File: src/sv/prma_pkg.sv
// Shared types and constants for the period-to-rate moving average unit.
// No dependencies.
package prma_pkg;

  localparam int RATE_W     = 48;
  localparam int DUR_W      = 32;
  localparam int CFG_IDX_W  = 2;
  localparam int CFG_DATA_W = 48;

  // 1e9 * 2^16: the numerator of the rate division, 46 bits wide
  localparam int RATE_NUM_W = 46;
  localparam logic [RATE_NUM_W-1:0] RATE_NUM = 46'd65536000000000;

  localparam logic [RATE_W-1:0] RATE_MAX = {RATE_W{1'b1}};

  localparam logic [RATE_W-1:0] GOAL_RATE_RST = 48'd3932160;
  localparam logic [DUR_W-1:0]  INTERVAL_RST  = 32'd16666667;

  typedef enum logic [CFG_IDX_W-1:0] {
    REG_GOAL_RATE   = 2'd0,
    REG_INTERVAL_NS = 2'd1
  } cfg_reg_t;

endpackage

File: src/sv/prma_div.sv
// Iterative restoring divider, one quotient bit per cycle.
// Uses prma_pkg only for the common import convention.
module prma_div import prma_pkg::*; #(
  parameter int NW = 52,
  parameter int DW = 32
) (
  input  logic          clk,
  input  logic          rst_n,
  input  logic          start,
  input  logic [NW-1:0] num,
  input  logic [DW-1:0] den,
  output logic          busy,
  output logic [NW-1:0] quot
);

  localparam int CNT_W = $clog2(NW + 1);

  logic [NW-1:0]    nq_r;
  logic [DW-1:0]    rem_r;
  logic [DW-1:0]    den_r;
  logic [CNT_W-1:0] cnt_r;
  logic             busy_r;

  logic [DW:0] trial;
  logic        fits;

  // shift in the next numerator bit and try the subtraction
  assign trial = {rem_r, nq_r[NW-1]};
  assign fits  = trial >= {1'b0, den_r};

  always_ff @(posedge clk) begin
    if (!rst_n) begin
      busy_r <= 1'b0;
      cnt_r  <= '0;
    end else if (start && !busy_r) begin
      busy_r <= 1'b1;
      cnt_r  <= CNT_W'(NW);
      nq_r   <= num;
      rem_r  <= '0;
      den_r  <= den;
    end else if (busy_r) begin
      rem_r <= fits ? DW'(trial - {1'b0, den_r}) : trial[DW-1:0];
      nq_r  <= {nq_r[NW-2:0], fits};
      cnt_r <= cnt_r - 1'b1;
      if (cnt_r == CNT_W'(1)) begin
        busy_r <= 1'b0;
      end
    end
  end

  assign busy = busy_r;
  assign quot = nq_r;

endmodule

File: src/sv/prma_ring.sv
// Rate history ring: single-port-write, single-port-read synchronous memory.
// Read data is registered, valid in the cycle after the read. Uses prma_pkg for RATE_W.
module prma_ring import prma_pkg::*; #(
  parameter int DEPTH = 10,
  parameter int AW    = 4
) (
  input  logic              clk,
  input  logic              we,
  input  logic [AW-1:0]     waddr,
  input  logic [RATE_W-1:0] wdata,
  input  logic              re,
  input  logic [AW-1:0]     raddr,
  output logic [RATE_W-1:0] rdata
);

  logic [RATE_W-1:0] mem [DEPTH];
  logic [RATE_W-1:0] rdata_r;

  always_ff @(posedge clk) begin
    if (we) begin
      mem[waddr] <= wdata;
    end
    if (re) begin
      rdata_r <= mem[raddr];
    end
  end

  assign rdata = rdata_r;

endmodule

File: src/sv/period_to_rate_moving_average_unit.sv
// Period-to-rate moving average unit (top level).
// Depends on prma_pkg, prma_div and prma_ring.
//
// Usage:
//   Input channel (in_valid / in_stall / in_duration_ns): one transaction per
//   measured tick duration in ns. The unit takes one transaction at a time and
//   holds in_stall high while it works on it.
//   Output channel (out_valid / out_stall / out_*): one transaction per input,
//   with the instantaneous rate (Q32.16 Hz), the truncated mean over the
//   filled window, the tick number, the zero-duration flag and sleep/overrun.
//   Config channel (cfg_valid / cfg_ready / cfg_index / cfg_data): register 0
//   is the goal rate, register 1 is interval_ns; other indexes are dropped.
//   cfg_ready is always high; write only while the unit is idle.
// Processing:
//   Each input passes S_READ, S_RATE, S_UPD, S_AVGGO and S_AVG; the next input
//   is taken only once the unit is back in S_IDLE. The divider is NW bits wide
//   (NW = max(46, 48 + clog2(depth+1)); 52 at a depth of 10). It is shared,
//   retires one quotient bit per cycle and runs twice per item: once for the
//   rate, once for the average. A zero duration skips the first pass and
//   S_RATE, and takes the goal rate as its instantaneous rate.
// Reset: rst_n is synchronous, active low; it empties the window, clears the
//   tick counter and restores the register defaults (60 Hz, 16666667 ns).
// Stall: a finished result waits in the output register while out_stall is
//   high; the next transaction is accepted and worked on meanwhile and waits
//   before the output register until the pending result is taken.
module period_to_rate_moving_average_unit import prma_pkg::*; #(
  parameter int WINDOW_DEPTH = 10
) (
  input  logic                 clk,
  input  logic                 rst_n,
  // input channel
  input  logic                 in_valid,
  output logic                 in_stall,
  input  logic [DUR_W-1:0]     in_duration_ns,
  // result channel
  output logic                 out_valid,
  input  logic                 out_stall,
  output logic [RATE_W-1:0]    out_inst_rate,
  output logic [RATE_W-1:0]    out_mean_rate,
  output logic [DUR_W-1:0]     out_tick_number,
  output logic                 out_zero_duration,
  output logic [DUR_W-1:0]     out_sleep_ns,
  output logic [DUR_W-1:0]     out_overrun_ns,
  // configuration channel
  input  logic                 cfg_valid,
  output logic                 cfg_ready,
  input  logic [CFG_IDX_W-1:0] cfg_index,
  input  logic [CFG_DATA_W-1:0] cfg_data
);

  // window sizing: slot index, fill count and lossless running sum
  localparam int AW    = (WINDOW_DEPTH > 1) ? $clog2(WINDOW_DEPTH) : 1;
  localparam int CW    = $clog2(WINDOW_DEPTH + 1);
  localparam int SUM_W = RATE_W + CW;
  // shared divider width covers both the rate numerator and the sum
  localparam int NW    = (SUM_W > RATE_NUM_W) ? SUM_W : RATE_NUM_W;
  localparam int QW    = (NW > RATE_W) ? NW : RATE_W;

  typedef enum logic [2:0] {
    S_IDLE,
    S_READ,
    S_RATE,
    S_UPD,
    S_AVGGO,
    S_AVG
  } state_t;

  // configuration registers
  logic [RATE_W-1:0] goal_rate_r;
  logic [DUR_W-1:0]  interval_r;

  // control state
  state_t           state_r, state_nxt;
  logic [AW-1:0]    slot_r, slot_nxt;
  logic [CW-1:0]    fill_r, fill_nxt;
  logic [SUM_W-1:0] sum_r, sum_nxt;
  logic [DUR_W-1:0] tick_r, tick_nxt;
  logic             out_valid_r, out_valid_nxt;

  // per-item work registers
  logic [DUR_W-1:0]  dur_r, dur_nxt;
  logic              zero_r, zero_nxt;
  logic [DUR_W-1:0]  sleep_r, sleep_nxt;
  logic [DUR_W-1:0]  overrun_r, overrun_nxt;
  logic [RATE_W-1:0] rate_r, rate_nxt;
  logic [RATE_W-1:0] old_r, old_nxt;

  // output registers
  logic [RATE_W-1:0] o_rate_r, o_rate_nxt;
  logic [RATE_W-1:0] o_avg_r, o_avg_nxt;
  logic [DUR_W-1:0]  o_tick_r, o_tick_nxt;
  logic              o_zero_r, o_zero_nxt;
  logic [DUR_W-1:0]  o_sleep_r, o_sleep_nxt;
  logic [DUR_W-1:0]  o_overrun_r, o_overrun_nxt;

  // ring and divider hookup
  logic              ring_we, ring_re;
  logic [RATE_W-1:0] ring_rdata;
  logic              div_start, div_busy;
  logic [NW-1:0]     div_num, div_quot;
  logic [DUR_W-1:0]  div_den;
  logic [QW-1:0]     q_ext;
  logic              window_full;

  prma_ring #(
    .DEPTH (WINDOW_DEPTH),
    .AW    (AW)
  ) u_ring (
    .clk   (clk),
    .we    (ring_we),
    .waddr (slot_r),
    .wdata (rate_r),
    .re    (ring_re),
    .raddr (slot_r),
    .rdata (ring_rdata)
  );

  prma_div #(
    .NW (NW),
    .DW (DUR_W)
  ) u_div (
    .clk   (clk),
    .rst_n (rst_n),
    .start (div_start),
    .num   (div_num),
    .den   (div_den),
    .busy  (div_busy),
    .quot  (div_quot)
  );

  assign q_ext       = QW'(div_quot);
  assign window_full = (fill_r == CW'(WINDOW_DEPTH));

  // configuration writes; unknown indexes are dropped
  assign cfg_ready = 1'b1;

  always_ff @(posedge clk) begin
    if (!rst_n) begin
      goal_rate_r <= GOAL_RATE_RST;
      interval_r  <= INTERVAL_RST;
    end else if (cfg_valid && cfg_ready) begin
      case (cfg_index)
        REG_GOAL_RATE:   goal_rate_r <= cfg_data[RATE_W-1:0];
        REG_INTERVAL_NS: interval_r  <= cfg_data[DUR_W-1:0];
        default: ;
      endcase
    end
  end

  // only the idle state takes a new transaction
  assign in_stall = (state_r != S_IDLE);

  // divider operands: rate pass in S_READ, average pass in S_AVGGO
  always_comb begin
    if (state_r == S_AVGGO) begin
      div_num = NW'(sum_r);
      div_den = DUR_W'(fill_r);
    end else begin
      div_num = NW'(RATE_NUM);
      div_den = dur_r;
    end
  end

  always_comb begin
    state_nxt     = state_r;
    slot_nxt      = slot_r;
    fill_nxt      = fill_r;
    sum_nxt       = sum_r;
    tick_nxt      = tick_r;
    dur_nxt       = dur_r;
    zero_nxt      = zero_r;
    sleep_nxt     = sleep_r;
    overrun_nxt   = overrun_r;
    rate_nxt      = rate_r;
    old_nxt       = old_r;
    o_rate_nxt    = o_rate_r;
    o_avg_nxt     = o_avg_r;
    o_tick_nxt    = o_tick_r;
    o_zero_nxt    = o_zero_r;
    o_sleep_nxt   = o_sleep_r;
    o_overrun_nxt = o_overrun_r;
    ring_we       = 1'b0;
    ring_re       = 1'b0;
    div_start     = 1'b0;

    // drop the pending result once the receiver takes it
    out_valid_nxt = out_valid_r && out_stall;

    case (state_r)
      S_IDLE: begin
        if (in_valid) begin
          dur_nxt     = in_duration_ns;
          zero_nxt    = (in_duration_ns == '0);
          sleep_nxt   = (interval_r > in_duration_ns) ? interval_r - in_duration_ns : '0;
          overrun_nxt = (in_duration_ns >= interval_r) ? in_duration_ns - interval_r : '0;
          // fetch the entry about to be overwritten
          ring_re     = 1'b1;
          state_nxt   = S_READ;
        end
      end
      S_READ: begin
        old_nxt = ring_rdata;
        if (zero_r) begin
          rate_nxt  = goal_rate_r;
          state_nxt = S_UPD;
        end else begin
          div_start = 1'b1;
          state_nxt = S_RATE;
        end
      end
      S_RATE: begin
        if (!div_busy) begin
          rate_nxt  = (q_ext > QW'(RATE_MAX)) ? RATE_MAX : q_ext[RATE_W-1:0];
          state_nxt = S_UPD;
        end
      end
      S_UPD: begin
        // retire the oldest rate once the window is full, then add the new one
        ring_we   = 1'b1;
        sum_nxt   = sum_r - (window_full ? SUM_W'(old_r) : '0) + SUM_W'(rate_r);
        slot_nxt  = (slot_r == AW'(WINDOW_DEPTH - 1)) ? '0 : slot_r + 1'b1;
        fill_nxt  = window_full ? fill_r : fill_r + 1'b1;
        tick_nxt  = tick_r + 1'b1;
        state_nxt = S_AVGGO;
      end
      S_AVGGO: begin
        div_start = 1'b1;
        state_nxt = S_AVG;
      end
      S_AVG: begin
        // hold the result here until the output register is free
        if (!div_busy && (!out_valid_r || !out_stall)) begin
          o_rate_nxt    = rate_r;
          o_avg_nxt     = q_ext[RATE_W-1:0];
          o_tick_nxt    = tick_r;
          o_zero_nxt    = zero_r;
          o_sleep_nxt   = sleep_r;
          o_overrun_nxt = overrun_r;
          out_valid_nxt = 1'b1;
          state_nxt     = S_IDLE;
        end
      end
      default: begin
        state_nxt = S_IDLE;
      end
    endcase
  end

  always_ff @(posedge clk) begin
    if (!rst_n) begin
      state_r     <= S_IDLE;
      slot_r      <= '0;
      fill_r      <= '0;
      sum_r       <= '0;
      tick_r      <= '0;
      out_valid_r <= 1'b0;
    end else begin
      state_r     <= state_nxt;
      slot_r      <= slot_nxt;
      fill_r      <= fill_nxt;
      sum_r       <= sum_nxt;
      tick_r      <= tick_nxt;
      out_valid_r <= out_valid_nxt;
    end
    dur_r       <= dur_nxt;
    zero_r      <= zero_nxt;
    sleep_r     <= sleep_nxt;
    overrun_r   <= overrun_nxt;
    rate_r      <= rate_nxt;
    old_r       <= old_nxt;
    o_rate_r    <= o_rate_nxt;
    o_avg_r     <= o_avg_nxt;
    o_tick_r    <= o_tick_nxt;
    o_zero_r    <= o_zero_nxt;
    o_sleep_r   <= o_sleep_nxt;
    o_overrun_r <= o_overrun_nxt;
  end

  assign out_valid         = out_valid_r;
  assign out_inst_rate     = o_rate_r;
  assign out_mean_rate     = o_avg_r;
  assign out_tick_number   = o_tick_r;
  assign out_zero_duration = o_zero_r;
  assign out_sleep_ns      = o_sleep_r;
  assign out_overrun_ns    = o_overrun_r;

  // fill count never passes the window depth
  a_fill_bound: assert property (@(posedge clk) disable iff (!rst_n)
    fill_r <= CW'(WINDOW_DEPTH))
    else $error("fill count beyond window depth");

  // write slot stays inside the ring
  a_slot_bound: assert property (@(posedge clk) disable iff (!rst_n)
    slot_r <= AW'(WINDOW_DEPTH - 1))
    else $error("write slot outside ring");

  // divider is never busy when a new transaction may start
  a_div_idle: assert property (@(posedge clk) disable iff (!rst_n)
    (state_r == S_IDLE) |-> !div_busy)
    else $error("divider busy in idle state");

  // a divider pass always starts while the divider is idle, and it is busy next cycle
  a_div_start: assert property (@(posedge clk) disable iff (!rst_n)
    div_start |-> (!div_busy ##1 div_busy))
    else $error("divider start not taken");

endmodule
File: config.mk
export PLATFORM = sky130hd
export DESIGN_NAME = period_to_rate_moving_average_unit
export DESIGN_NICKNAME = d
export VERILOG_FILES = /design/src/sv/prma_pkg.sv /design/src/sv/prma_div.sv /design/src/sv/prma_ring.sv /design/src/sv/period_to_rate_moving_average_unit.sv
export SDC_FILE = /design/constraint.sdc
export NUM_CORES = 2
export LEC_CHECK = 0
export BUFFER_PORTS_ARGS = -buffer_cell sky130_fd_sc_hd__buf_2
export CELL_PAD_IN_SITES_DETAIL_PLACEMENT = 0
export CELL_PAD_IN_SITES_GLOBAL_PLACEMENT = 1
export CORE_UTILIZATION = 45
export DETAILED_ROUTE_END_ITERATION = 8
export GPL_TIMING_DRIVEN = 0
export PLACE_DENSITY = 0.73
export SYNTH_ARGS = -nofsm -noshare
export SYNTH_HDL_FRONTEND = slang
export SYNTH_SLANG_ARGS = --single-unit
File: constraint.sdc
create_clock -name clk -period 18.5 [get_ports clk]
set_clock_uncertainty 0.05 [all_clocks]
set_input_delay 0.925 -clock clk [delete_from_list [all_inputs] [get_ports clk]]
set_output_delay 0.925 -clock clk [all_outputs]
set_load 0.03 [all_outputs]
# Word level (Yosys, flattened, before mapping)

Memories as Yosys holds them, arrays and structs flattened. A register that Yosys moved wholly into a read port is not among the register bits.
Cells that the tools add are included.

Register bits: 685
Output and inout bits: 196
RAM bits: 480
Memories kept: 1
Logic and storage cells: 110
Input bits: 87

Memory list:

| memory     | words | bits a word | read ports | clocked after Yosys merged registers in | wr ports | RTL line        | RTL |
|---|---|---|---|---|---|---|---|
| u_ring.mem | 10    | 48          | 1          | 1                                       | 1        | prma_ring.sv:16 | `logic [RATE_W-1:0] mem [DEPTH];` |

$add $sub $neg: 9
Equal/unequal tests: 13
Order comparisons: 4
Muxes and demuxes: 31
Bitwise gates (word level): 2
Reductions and logical operators: 23

Operators with widths:

| operator              | count |
|---|---|
| $mux 48               | 4 |
| $mux 52               | 3 |
| $pmux 48 s2           | 1 |
| $sub 32x32->32        | 3 |
| $mux 32               | 2 |
| $add 52x48->52        | 1 |
| $gt 52x48->1 const B  | 1 |
| $sub 52x48->52        | 1 |
| $ge 33x32->1          | 1 |
| $add 32x1->32 const B | 1 |
| $ge 32x32->1          | 1 |
| $gt 32x32->1          | 1 |
| $logic_not 32->1      | 1 |
| $pmux 3 s6            | 1 |
| $reduce_and 2->1      | 7 |
| $mux 1                | 12 |
| $mux 6                | 2 |
| $mux 3                | 3 |
| $add 4x1->4 const B   | 2 |
| $eq 4x4->1 const B    | 2 |
| $mux 4                | 2 |
| $ne 2x2->1 const B    | 4 |
| $eq 3x2->1 const B    | 2 |
| $eq 3x3->1 const B    | 2 |
| other kinds (15)      | 22 |

# Logic depth before layout (Yosys ltp)

Depth after elaboration: 5
Depth in mapped cells: 20
Depth with buffers taken out: 18

# Cells and area by module

From an unflattened synthesis, not the netlist that was laid out.

Cell total of the unflattened synthesis: 4341
Area total of the unflattened synthesis: 55131.6 um2

Modules (own cells, without submodules):

| module                             | sequential area each (um2) | cells each | area an instance (um2) | instances |
|---|---|---|---|---|
| period_to_rate_moving_average_unit | 15114.5                    | 2646       | 28162.0                | 1 |
| prma_ring                          | 15855.2                    | 1038       | 20191.9                | 1 |
| prma_div                           | 3623.5                     | 657        | 6777.8                 | 1 |

# Worst setup path after synthesis

No wires, ideal clock.

Path kind: in2reg
From: input port out_stall
To: register o_rate_r[0], in the netlist out_inst_rate[0] (enable)
Setup slack: 7.434 ns
Buffers on the path: 0
Arrival: 10.207 ns
Stages: 1
Setup time: 0.810 ns
Data required time: 17.640 ns
Cell sequence: a21oi_1

Longest elaborated chain between the ends: 4

Ends and longest elaborated chain:

| item                              | RTL line                                  | RTL |
|---|---|---|
| from (decl)                       | period_to_rate_moving_average_unit.sv:37  | `input logic out_stall,` |
| $logic_not 1->1                   | period_to_rate_moving_average_unit.sv:232 | `if (!div_busy && (!out_valid_r \|\| !out_stall)) begin` |
| $logic_or 1x1->1                  | period_to_rate_moving_average_unit.sv:232 |  |
| $logic_and 1x1->1                 | period_to_rate_moving_average_unit.sv:232 |  |
| $reduce_and 2->1 (no source line) | n/a                                       |  |
| to (signal assigned)              | period_to_rate_moving_average_unit.sv:271 | `o_rate_r <= o_rate_nxt;` |
| to (decl)                         | period_to_rate_moving_average_unit.sv:89  | `logic [RATE_W-1:0] o_rate_r, o_rate_nxt;` |

No other way between the ends.
A chain may end at the register's enable or synchronous reset.

# Final worst setup path

From: register fill_r[1]
To: register sum_r[47]

Longest elaborated chain between the ends: 4

Ends and longest elaborated chain:

| item                   | RTL line                                  | RTL |
|---|---|---|
| from (decl)            | period_to_rate_moving_average_unit.sv:75  | `logic [CW-1:0] fill_r, fill_nxt;` |
| from (signal assigned) | period_to_rate_moving_average_unit.sv:260 | `fill_r <= fill_nxt;` |
| $eq 4x4->1             | period_to_rate_moving_average_unit.sv:132 | `assign window_full = (fill_r == CW'(WINDOW_DEPTH));` |
| $mux 48                | period_to_rate_moving_average_unit.sv:220 | `sum_nxt = sum_r - (window_full ? SUM_W'(old_r) : '0) + SUM_W'(rate_r);` |
| $sub 52x48->52         | period_to_rate_moving_average_unit.sv:220 |  |
| $add 52x48->52         | period_to_rate_moving_average_unit.sv:220 |  |
| to (signal assigned)   | period_to_rate_moving_average_unit.sv:261 | `sum_r <= sum_nxt;` |
| to (decl)              | period_to_rate_moving_average_unit.sv:76  | `logic [SUM_W-1:0] sum_r, sum_nxt;` |

No other way between the ends.

==> run_results.csv <==
group,metric,value,unit
critical_path,cp.required,19.03,ns
critical_path,r2r-start,"fill_r[1]$_SDFFE_PN0P_",
power_and_ir_drop,ir_drop,0.0900,mV
clocking,cts.clk_slew.worst_paths,0.06,ns
place,gp_congestion,0.923,
yosys,yosys.area_share.simple,8.48,%
yosys,async_reset_ff_share,0,%
timing,finalSetupViolCount,0,
yosys,synth_compound_area_share,10.2,%
routing,vias,34400,
power_and_ir_drop,p_leak,22.6,nW
grt,grt_max_degree,36,
yosys,syn-mean-instance-area,13.2,µm²
routing,drc,0,
floorplanning,design.die.area,121000,µm²
yosys,muxShareOfSynthArea,5.43,%
clocking,cts-hold-fix-buffers,0,
critical_path,crit_path_start_kind,"flop",
timing,slew_headroom,16.2,%
clocking,clock_path_buffers,3,
run_status,status,"complete, no violations",
timing,setup_tns,0,ns
floorplanning,die_w,348,µm
finish,final_cell_mix,"edfxtp_1 (1,030), nand2_1 (346), inv_1 (331)",
floorplanning,pin_count,283,
clocking,clock_latency,0.75,ns
yosys,synthCells,4096,
yosys,seq_area_frac_synth,64.1,%
yosys,synth_top_family_by_area,"compound AO/OA/AOI/OAI gates",
min_path,hold_path.class,"reg -> reg",
finish,multiInputGateArea,17400,µm²
power_and_ir_drop,p_per_area,135,nW/µm²
floorplanning,initial_core_util,45.6,%
critical_path,crit_path_max_fanout,10,
critical_path,r2r_cells,17,
grt,antenna_found_initial,12,
timing,fin_crit_sh,29.8,%
critical_path,crit_path_end_kind,"flop",
yosys,synth-seq-cells,1213,
grt,track_usage,23.8,%
yosys,synth_nets,4387,
timing,hold_viol,0,
finish,design_area,62400,µm²
floorplanning,core,118000,µm²
yosys,yosysTopAreaCell,"edfxtp_1",
timing,slew_violations,0,
finish,n_fill_cell,10200,
grt,grt_pass1_wl,214000,µm
critical_path,critical_path_class,"reg -> reg",
run,maxCapViolations,0,
routing,antenna_left,0,
critical_path,slowest_delay,0.77,ns
yosys,synth_warnings,0,
finish,final_common_cell,"edfxtp_1",
clocking,numCtsBuffers,121,
clocking,cts_root_buf,"clkbuf_16",
finish,final_util,52.7,%
critical_path,r2r_slack,12.98,ns
floorplanning,fp-row-count,126,
min_path,hold_depth,0,
clocking,cts_setup_buffers,0,
critical_path,crit_chain,"ha_1 -> and3b_1 -> clkbuf_1 -> and2_1 -> fa_1 -> inv_1 -> ha_1 -> a211o_1 -> a21o_1 -> a211o_1 -> a2111oi_0 -> nor4_1 -> o21ai_1 -> o21bai_1 -> a21boi_1 -> or4_1 -> o311ai_1",
clocking,htreeDepth,3,
timing,timing.fmax,181,MHz
routing,drt_wl_total,145000,µm
routing,route.detailed.wl_per_inst,23.1,µm
finish,final_nets,4852,
critical_path,worstSetupEndpoint,"sum_r[47]$_SDFFE_PN0P_",
yosys,yosys_most_used_dff,"edfxtp_1",
yosys,yosys.area_share.adder,5.44,%
min_path,worstHoldStart,"overrun_r[28]$_SDFFCE_PN0P_",
finish,regArea,34600,µm²
clocking,cts_tree,"built",
critical_path,crit_path_top_delay_cell,"a2111oi_0",
critical_path,regToRegEndpoint,"sum_r[47]$_SDFFE_PN0P_",
yosys,synth_xor_area_share,2.57,%
grt,overflow,0,
place,placed_cell_area,58300,µm²
clocking,numClockSinks,1213,
yosys,synth_edf_count,1030,
grt,grt_pass1_vias,33200,
finish,drive_above_1_share,14.3,%
critical_path,crit_path_start,"fill_r[1]$_SDFFE_PN0P_",
yosys,synth_area,53900,µm²
critical_path,worstPathArrival,6.05,ns
routing,drt_iter0_drc,3114,
yosys,synth_top_area_share,57.4,%
routing,dr.pass1.iters,5,
place,dp_hpwl,108000,µm
timing,rsz0062_at_grt,"no",
yosys,yosysUniqueCellTypes,80,
timing,tightest_slew,1.26,ns
timing,period_minus_slack,5.52,ns
floorplanning,dieHeight,348,µm
routing,vias_per_cell,5.49,
timing,hold_ws,0.347,ns
finish,area_growth,15.7,%
clocking,cts.repair.resized,0,
yosys,synthTopCellsByArea,"edfxtp_1 (57%), dfxtp_1 (6.8%), mux4_2 (4.0%)",
place,port_buffers,281,
[critical path, delay by kind of cell, from the launching register on]
kind / cells / cell delay [ns]
AOI/OAI and AO/OA: 8 / 2.51
DFF: 1 / 0.41
buffers and inverters: 2 / 0.52
and+or+nand+nor: 4 / 0.98
adders and majority gates: 3 / 0.85
[state kept, by name (all words and copies together), names as in the netlist, 32 cells and up]
signal           cells
u_ring.mem         480
sum_r               52
u_div.quot          52
goal_rate_r         48
old_r               48
out_inst_rate       48
out_mean_rate       48
rate_r              48
u_ring.rdata        48
dur_r               32
interval_r          32
out_overrun_ns      32
out_sleep_ns        32
out_tick_number     32
overrun_r           32
sleep_r             32
tick_r              32
u_div.den_r         32
u_div.rem_r         32
[worst min-delay path by stage]
stage | to | slack (ns)
floorplan | old_r[0]$_DFFE_PP_ | 0.35
global placement | out_overrun_ns[9]$_DFFE_PP_ | 0.35
detailed placement | out_overrun_ns[11]$_DFFE_PP_ | 0.35
CTS | goal_rate_r[37]$_SDFFE_PN0P_ | 0.34
global route | out_overrun_ns[28]$_DFFE_PP_ | 0.35
finish | out_overrun_ns[28]$_DFFE_PP_ | 0.35
[Yosys cell counts, drive strengths merged, types with 39 or more instances]
| cell | instances |
|---|---|
| a22o | 39 |
| and2 | 81 |
| a21oi | 329 |
| a211oi | 72 |
| fa | 51 |
| mux2i | 72 |
| mux4 | 96 |
| dfxtp | 183 |
| nand3 | 58 |
| o22a | 48 |
| xnor2 | 91 |
| nor2 | 238 |
| o21ai | 89 |
| nand2 | 346 |
| nor2b | 73 |
| clkbuf | 171 |
| xor2 | 67 |
| ha | 153 |
| a21o | 107 |
| inv | 331 |
| edfxtp | 1030 |
[stage by stage]
| stage | setup WS [ns] | cells | power (W) |
|---|---|---|---|
| global placement | 2.22 | 5977 | 0.00597 |
| floorplan | 7.43 | 4096 | 0.00526 |
| CTS | 13.00 | 6268 | 0.00850 |
| detailed placement | 13.03 | 6038 | 0.00597 |
| global route | 12.67 | 6268 | 0.00886 |
| finish | 12.98 | 6269 | 0.00845 |
[area by class of cell]
| type | instances | share of cell area [%] |
|---|---|---|
| Tap cell | 1600 | 3.21 |
| Buffer | 204 | 1.28 |
| Clock inverter | 88 | 1.51 |
| Clock buffer | 142 | 5.03 |
| Multi-Input combinational cell | 2348 | 27.9 |
| Sequential cell | 1213 | 55.4 |
| Inverter | 331 | 1.99 |
| Timing Repair Buffer | 342 | 3.67 |
| Antenna cell | 1 | 0.00401 |
[power breakdown]
| part | total (W) | internal, W | switching [W] |
|---|---|---|---|
| sequential | 0.00371 | 0.00344 | 0.000271 |
| combinational | 0.00223 | 0.000845 | 0.00138 |
| clock | 0.00251 | 0.00145 | 0.00106 |
| total | 0.00845 | 0.00574 | 0.00271 |
[logic make-up after synthesis]
family / after synthesis
compound gates: 839
xor+xnor: 158
fa+ha+maj: 204
buf+inv: 535
flops: 1213
mux: 172
other cells: 1
simple gates: 974
[metal layers]
layer | up-vias | GRT usage [%] | routed length (µm) | part of all wire (%)
met4 | 2 | 7.01 | 3850 | 2.7
li1 | 15900 | - | - | -
met1 | 17100 | 34.7 | 66300 | 46
met3 | 211 | 3.85 | 9530 | 6.6
met2 | 1145 | 36.6 | 65400 | 45
met5 | - | 0 | 18 | 0.012
(Power assumes the default switching activity.)
